--- src/hdl/dscs_pkg.sv ---
`timescale 1ns / 1ps
// ----------------------------------------------------------------------------
// Drive state change sequencer package
// Shared types, command and register codes, and the transition table.
// ----------------------------------------------------------------------------
package dscs_pkg;

  localparam int unsigned STATE_W = 3;
  localparam int unsigned TRANS_W = 4;
  localparam int unsigned COUNT_W = 8;
  localparam int unsigned TIMER_W = 16;
  localparam int unsigned CFG_IDX_W  = 2;
  localparam int unsigned CFG_DATA_W = 16;

  localparam logic [COUNT_W-1:0] COUNT_MAX = {COUNT_W{1'b1}};
  localparam logic [TIMER_W-1:0] TIMER_MAX = {TIMER_W{1'b1}};
  localparam logic [COUNT_W-1:0] MIN_SUCCESS_RESET = 8'd1;
  localparam logic [TIMER_W-1:0] MIN_WAIT_RESET    = 16'd0;

  typedef enum logic [1:0] {
    CMD_REQUEST = 2'd0,
    CMD_READING = 2'd1,
    CMD_TICK    = 2'd2
  } cmd_t;

  typedef enum logic [CFG_IDX_W-1:0] {
    REG_MIN_SUCCESS = 2'd0,
    REG_MIN_WAIT    = 2'd1
  } reg_idx_t;

  typedef enum logic [STATE_W-1:0] {
    DS_NOTREADY   = 3'd0,
    DS_DISABLED   = 3'd1,
    DS_READY      = 3'd2,
    DS_ON         = 3'd3,
    DS_ENABLED    = 3'd4,
    DS_QUICKSTOP  = 3'd5,
    DS_FAULTREACT = 3'd6,
    DS_FAULT      = 3'd7
  } drive_state_t;

  typedef struct packed {
    logic [STATE_W-1:0] goal;
    logic               armed;
    logic               success;
    logic [COUNT_W-1:0] match_count;
    logic [TIMER_W-1:0] wait_timer;
    logic [TRANS_W-1:0] held_trans;
  } seq_state_t;

  typedef struct packed {
    logic [TRANS_W-1:0] transition;
    logic               busy;
    logic               reached;
    logic               bad;
  } seq_result_t;

  // Next transition for a (target, current) pair; zero means none.
  function automatic logic [TRANS_W-1:0] next_transition(
    input logic [STATE_W-1:0] tgt,
    input logic [STATE_W-1:0] cur
  );
    logic [TRANS_W-1:0] tr;
    tr = 4'd0;
    if (cur == DS_FAULT) begin
      if (tgt != DS_NOTREADY && tgt != DS_FAULTREACT && tgt != DS_FAULT) begin
        tr = 4'd15;
      end
    end else if (cur == DS_QUICKSTOP) begin
      if (tgt != DS_NOTREADY && tgt != DS_FAULTREACT && tgt != DS_FAULT
          && tgt != DS_QUICKSTOP) begin
        tr = 4'd12;
      end
    end else begin
      case (tgt)
        DS_DISABLED: begin
          case (cur)
            DS_READY:   tr = 4'd7;
            DS_ON:      tr = 4'd10;
            DS_ENABLED: tr = 4'd9;
            default:    tr = 4'd0;
          endcase
        end
        DS_READY: begin
          case (cur)
            DS_DISABLED: tr = 4'd2;
            DS_ON:       tr = 4'd6;
            DS_ENABLED:  tr = 4'd8;
            default:     tr = 4'd0;
          endcase
        end
        DS_ON: begin
          case (cur)
            DS_DISABLED: tr = 4'd2;
            DS_READY:    tr = 4'd3;
            DS_ENABLED:  tr = 4'd5;
            default:     tr = 4'd0;
          endcase
        end
        DS_ENABLED: begin
          case (cur)
            DS_DISABLED: tr = 4'd2;
            DS_READY:    tr = 4'd3;
            DS_ON:       tr = 4'd4;
            default:     tr = 4'd0;
          endcase
        end
        DS_QUICKSTOP: begin
          case (cur)
            DS_DISABLED: tr = 4'd2;
            DS_READY:    tr = 4'd3;
            DS_ON:       tr = 4'd4;
            DS_ENABLED:  tr = 4'd11;
            default:     tr = 4'd0;
          endcase
        end
        default: tr = 4'd0;
      endcase
    end
    return tr;
  endfunction

endpackage

--- src/hdl/dscs_step.sv ---
`timescale 1ns / 1ps
// ----------------------------------------------------------------------------
// Sequencer step logic
// Next state and result word for one accepted input word.
// ----------------------------------------------------------------------------
module dscs_step (
  input  dscs_pkg::seq_state_t              state_i,
  input  logic [1:0]                        cmd_i,
  input  logic [dscs_pkg::STATE_W-1:0]      target_i,
  input  logic [dscs_pkg::STATE_W-1:0]      current_i,
  input  logic [dscs_pkg::COUNT_W-1:0]      min_success_i,
  input  logic [dscs_pkg::TIMER_W-1:0]      min_wait_i,
  output dscs_pkg::seq_state_t              state_o,
  output dscs_pkg::seq_result_t             result_o
);

  logic [dscs_pkg::COUNT_W-1:0] count_inc;
  logic                         bad;

  always_comb begin
    state_o   = state_i;
    bad       = 1'b0;
    count_inc = (state_i.match_count != dscs_pkg::COUNT_MAX)
                ? state_i.match_count + 8'd1 : state_i.match_count;
    case (cmd_i)
      dscs_pkg::CMD_REQUEST: begin
        state_o.goal       = target_i;
        state_o.armed      = 1'b1;
        state_o.success    = 1'b0;
        state_o.wait_timer = '0;
      end
      dscs_pkg::CMD_TICK: begin
        if (state_i.wait_timer != dscs_pkg::TIMER_MAX) begin
          state_o.wait_timer = state_i.wait_timer + 16'd1;
        end
      end
      dscs_pkg::CMD_READING: begin
        if (state_i.armed) begin
          if (current_i == state_i.goal) begin
            state_o.match_count = count_inc;
            // compare against the count after this reading
            if (count_inc >= min_success_i) begin
              state_o.armed       = 1'b0;
              state_o.match_count = '0;
              state_o.success     = 1'b1;
            end
          end else if (state_i.wait_timer > min_wait_i) begin
            state_o.held_trans = dscs_pkg::next_transition(state_i.goal, current_i);
            bad                = (state_o.held_trans == '0);
            state_o.wait_timer = '0;
          end
        end
      end
      default: ;  // unused command: hold everything
    endcase
  end

  assign result_o.transition = state_o.held_trans;
  assign result_o.busy       = state_o.armed;
  assign result_o.reached    = state_o.success;
  assign result_o.bad        = bad;

endmodule

--- src/hdl/dscs_out_buf.sv ---
`timescale 1ns / 1ps
// ----------------------------------------------------------------------------
// Result output buffer
// Output register with a skid stage so input stays open through a one-word stall.
// ----------------------------------------------------------------------------
module dscs_out_buf (
  input  logic                   clk,
  input  logic                   rst_n,
  input  logic                   push_i,
  input  dscs_pkg::seq_result_t  data_i,
  output logic                   space_o,
  output logic                   valid_o,
  input  logic                   ready_i,
  output dscs_pkg::seq_result_t  data_o
);

  logic                  out_valid_r;
  logic                  skid_valid_r;
  dscs_pkg::seq_result_t out_data_r;
  dscs_pkg::seq_result_t skid_data_r;
  logic                  can_load;

  assign can_load = !out_valid_r || ready_i;
  assign space_o  = !skid_valid_r;

  always_ff @(posedge clk) begin
    if (!rst_n) begin
      out_valid_r  <= 1'b0;
      skid_valid_r <= 1'b0;
    end else if (can_load) begin
      if (skid_valid_r) begin
        out_valid_r  <= 1'b1;
        skid_valid_r <= 1'b0;
      end else begin
        out_valid_r  <= push_i;
      end
    end else if (push_i) begin
      skid_valid_r <= 1'b1;
    end
  end

  always_ff @(posedge clk) begin
    if (can_load) begin
      out_data_r <= skid_valid_r ? skid_data_r : data_i;
    end else if (push_i) begin
      // park the word while the output is stalled
      skid_data_r <= data_i;
    end
  end

  assign valid_o = out_valid_r;
  assign data_o  = out_data_r;

endmodule

--- src/hdl/drive_state_change_sequencer.sv ---
`timescale 1ns / 1ps
// ----------------------------------------------------------------------------
// Drive state change sequencer
// Steers a drive toward a requested state, one transition code at a time.
//
//   channel  direction  handshake              payload
//   in_      input      in_valid / in_ready    cmd, target_state, current_state
//   out_     output     out_valid / out_ready  transition, busy_res, reached,
//                                              bad_transition
//   cfg_     input      cfg_valid / cfg_ready  cfg_index, cfg_wdata
//
// One word in per cycle while in_ready is high; its result word is valid the
// cycle after acceptance when the output register is free, otherwise once the
// word ahead has left.
// An output register plus a skid stage keep in_ready high through a one-word
// output stall; in_ready drops only while the skid stage is occupied.
// Synchronous active-low reset; cfg_ready is always high.
// ----------------------------------------------------------------------------
module drive_state_change_sequencer (
  input  logic                                clk,
  input  logic                                rst_n,
  input  logic                                in_valid,
  output logic                                in_ready,
  input  logic [1:0]                          in_cmd,
  input  logic [dscs_pkg::STATE_W-1:0]        in_target_state,
  input  logic [dscs_pkg::STATE_W-1:0]        in_current_state,
  output logic                                out_valid,
  input  logic                                out_ready,
  output logic [dscs_pkg::TRANS_W-1:0]        out_transition,
  output logic                                out_busy_res,
  output logic                                out_reached,
  output logic                                out_bad_transition,
  input  logic                                cfg_valid,
  output logic                                cfg_ready,
  input  logic [dscs_pkg::CFG_IDX_W-1:0]      cfg_index,
  input  logic [dscs_pkg::CFG_DATA_W-1:0]     cfg_wdata
);

  dscs_pkg::seq_state_t         state_r;
  dscs_pkg::seq_state_t         state_nxt;
  dscs_pkg::seq_result_t        result;
  dscs_pkg::seq_result_t        out_data;
  logic [dscs_pkg::COUNT_W-1:0] min_success_r;
  logic [dscs_pkg::TIMER_W-1:0] min_wait_r;
  logic                         accept;

  assign cfg_ready = 1'b1;
  assign accept    = in_valid && in_ready;

  always_ff @(posedge clk) begin
    if (!rst_n) begin
      min_success_r <= dscs_pkg::MIN_SUCCESS_RESET;
      min_wait_r    <= dscs_pkg::MIN_WAIT_RESET;
    end else if (cfg_valid) begin
      unique case (cfg_index)
        dscs_pkg::REG_MIN_SUCCESS: min_success_r <= cfg_wdata[dscs_pkg::COUNT_W-1:0];
        dscs_pkg::REG_MIN_WAIT:    min_wait_r    <= cfg_wdata;
        default: ;  // drop writes beyond the register list
      endcase
    end
  end

  always_ff @(posedge clk) begin
    if (!rst_n) begin
      state_r <= '0;
    end else if (accept) begin
      state_r <= state_nxt;
    end
  end

  dscs_step u_step (
    .state_i       (state_r),
    .cmd_i         (in_cmd),
    .target_i      (in_target_state),
    .current_i     (in_current_state),
    .min_success_i (min_success_r),
    .min_wait_i    (min_wait_r),
    .state_o       (state_nxt),
    .result_o      (result)
  );

  dscs_out_buf u_out_buf (
    .clk     (clk),
    .rst_n   (rst_n),
    .push_i  (accept),
    .data_i  (result),
    .space_o (in_ready),
    .valid_o (out_valid),
    .ready_i (out_ready),
    .data_o  (out_data)
  );

  assign out_transition     = out_data.transition;
  assign out_busy_res       = out_data.busy;
  assign out_reached        = out_data.reached;
  assign out_bad_transition = out_data.bad;

endmodule

--- config.mk ---
export PLATFORM = sky130hd
export DESIGN_NAME = drive_state_change_sequencer
export DESIGN_NICKNAME = d
export VERILOG_FILES = /design/src/hdl/dscs_pkg.sv /design/src/hdl/dscs_step.sv /design/src/hdl/dscs_out_buf.sv /design/src/hdl/drive_state_change_sequencer.sv
export SDC_FILE = /design/constraint.sdc
export NUM_CORES = 1
export LEC_CHECK = 0
export ABC_AREA = 1
export BUFFER_PORTS_ARGS = -buffer_cell sky130_fd_sc_hd__buf_2
export CORE_MARGIN = 2
export CORE_UTILIZATION = 60
export CTS_CLUSTER_DIAMETER = 100
export DETAILED_ROUTE_END_ITERATION = 16
export GPL_ROUTABILITY_DRIVEN = 0
export PLACE_DENSITY = 0.8
export SETUP_SLACK_MARGIN = 0.1
export SYNTH_ARGS = -nofsm -noshare
export SYNTH_HDL_FRONTEND = slang
export SYNTH_SLANG_ARGS = --single-unit
export TNS_END_PERCENT = 30
--- constraint.sdc ---
create_clock -name clk -period 3.25 [get_ports clk]
set_clock_uncertainty 0.2 [all_clocks]
set_input_delay 0.1625 -clock clk [delete_from_list [all_inputs] [get_ports clk]]
set_output_delay 0.1625 -clock clk [all_outputs]
set_load 0.02 [all_outputs]
==> run metrics <==
PortBufs 39; Final Critical Period 2.814 ns; Crit path max-delay family simple AND/OR/NAND/NOR gates; total power 2.036 mW; Leak Pwr 2.291 nW; final WL 10180 um; Async S/R FF share, synth 0; CTS tree done; critical path fanouts, max 8; Critical Setup Path Class flop to flop; outcome complete, no violations; Worst Tran Pin Value 0.7682 ns; IO Count 41; Crit-path slowest cell dfxtp_1; power density over cell area 406.6 nW/um2; Num CTS Buffers 9; Syn Inst Count 628; HPWL after DPL 7181 um; pin count of the biggest net entering global routing 37; DRC violations left 0; placed cell area 4586 um2; Post-synth EDFFs 14; synth unique cells 36; CP cell instances ha_1 -> nand2_1 -> inv_1 -> nand2_1 -> or2_2 -> mux2i_1 -> inv_1 -> ha_1 -> a21oi_1 -> o21ai_1 -> nand2_1 -> nand3_1 -> inv_1 -> nand2_1 -> a21oi_1; fmax 0.3554 GHz; Sum Neg Setup Slack 0 ns; VDD IR max 245.9 uV; final instance area 5007 um2; max_slew headroom 0.4873; die extent in x 89.65 um; pre-CTS WS 0.4049 ns; global route overflow 0; GRT Util Overall 0.2617; required time worst endpoint 3.33 ns; Post-Syn Nets 689; Area Overhead vs Synth 13.76%; dpl cells 745; global-route wire length before repair 16400 um; std cell rows 31; crit path buf inv count 3; Initial Util 0.6134; nets 741; antenna violations before repair 0; TritonRoute pass-1 iters 5; RSZ-0062 raised after global routing no; yosys warns 0; Starting DRT DRC Count 346; Primary FF master, synth dfxtp_1; most common cell after layout, fill and taps aside nand2_1; layout cell share with drive strength beyond 1 0.1051; detailed-route vias per instance 5.431; startpoint types flop; clk buf depth 2; vias 4258; Worst setup EP type flop; Final Hold Vio Count 0; post-CTS setup buffer count 0; Worst-Skew Late Latency 0.35 ns; Clock Sinks 73; max incr delay on CP 0.37 ns; met1 Usage GRT 0.3266; Post-Layout Cell Count 784; critical path data arrival time 2.90 ns; busiest grt layer met2; #FFs+latches synth 73; Min-Delay Path Class input port to flop; Die Area 8037 um2; met2 usage 0.4459; Max-Cap Viols 0; Slew Limit Fails 0; met3 global-route usage 0.05210; synthesized area 4402 um2; Avg Synthesized Cell Area 7.009 um2; Seq/Total Area, Yosys 0.3638; post-route setup slack 0.4360 ns; ANT nets after route 0; CTS clk-pin slew, worst paths 0.08 ns; wire per inst 12.99 um; most frequent cells in the layout 131 x nand2_1, 81 x inv_1, 67 x nor2_1, 65 x a21oi_1, 58 x dfxtp_1; final setup violation count 0; vias in the first global route 3745; Root Buffer clkbuf_8; die height 89.65 um; CTS H-tree depth 3; Antenna Cells 0; Core Region 7176 um2; most numerous cell on the critical path nand2_1; final period utilization 0.8658
## final timing paths
| check | start | to | depth (start not counted) | slack, ns |
|---|---|---|---|---|
| worst max-delay path | state_r[21] | state_r[21] | 15 | 0.44 |
| worst min-delay path | cfg_index[0] | min_wait_r[0] | 5 | 0.06 |
| worst max register to register | state_r[21] | state_r[21] | 15 | 0.44 |
| worst min register to register | min_wait_r[1] | min_wait_r[1] | 2 | 0.26 |
## layer usage
| layer | up-vias | wire length, um | share of wire |
|---|---|---|---|
| li1 | 2165 | - | - |
| met3 | 20 | 592 | 0.058 |
| met5 | - | 0 | 0 |
| met2 | 142 | 4807 | 0.47 |
| met4 | 0 | 225 | 0.022 |
| met1 | 1931 | 4559 | 0.45 |
## worst register-to-register path, delay by kind of cell (launching register included)
kind	cells	cell delay (ns)
AO/OA/AOI/OAI	3	0.35
multiplexers	1	0.17
flip-flops	1	0.37
buffers and inverters	3	0.38
AND/OR/NAND/NOR	6	0.80
adder cells (fa/ha/maj)	2	0.46
## area by class of cell
cell class	count	area, um2
Clock buffer	12	145.1
Clock inverter	4	45.04
Fill cell	602	2168
Inverter	83	311.5
Multi-Input combinational cell	449	2338
Sequential cell	73	1603
Tap cell	99	123.9
Timing Repair Buffer	64	440.4
## report_power, final
part           switching, mW  internal, mW
sequential            0.0273         0.968
combinational          0.218         0.123
clock                  0.327         0.372
## flip-flops by register name, indices dropped and copies added, names as in the netlist
name and flops:
u_out_buf.valid_o 1, state_r 33, u_out_buf.skid_data_r 7, min_wait_r 16, min_success_r 8, u_out_buf.data_o 7, u_out_buf.skid_valid_r 1
## cell families (layout without fill, tap and decap cells)
kind of cell    count (synthesis)  after routing  synth area share
other cells                     1              1         0.0008519
buf+inv                       106            163            0.1049
mux                             1              1          0.002274
xor+xnor                        8              8           0.01592
compound gates                131            131            0.1586
flops                          73             73            0.3638
fa+ha+maj                      30             30           0.08528
simple gates                  278            278            0.2683
## metrics by stage
stage                 util  hold WS, ns
floorplan                -      0.09741
detailed placement  0.6391       0.2376
global route        0.6978      0.08555
CTS                 0.6976      0.02825
global placement    0.6391       0.2112
finish              0.6978      0.05781
## synthesized netlist by cell type (all sizes together) (2+ instances only)
cell | number | share of area
nand4 | 12 | 0.017
nor3 | 9 | 0.011
nor2 | 69 | 0.061
or2 | 2 | 0.0028
nand2 | 134 | 0.12
a21oi | 67 | 0.078
o21ai | 52 | 0.061
ha | 30 | 0.085
a31o | 2 | 0.0040
nand3 | 50 | 0.057
dfxtp | 59 | 0.27
a21o | 2 | 0.0034
clkbuf | 10 | 0.0085
a31oi | 4 | 0.0057
xor2 | 7 | 0.014
edfxtp | 14 | 0.096
a211oi | 2 | 0.0034
inv | 83 | 0.071
buf | 13 | 0.026
## repair_timing
action	4_1_cts	5_1_grt
setup endpoints to repair	0	10
hold endpoints to repair	38	0
gates resized for setup	0	3
hold buffers	23	0
(Power assumes the default switching activity.)
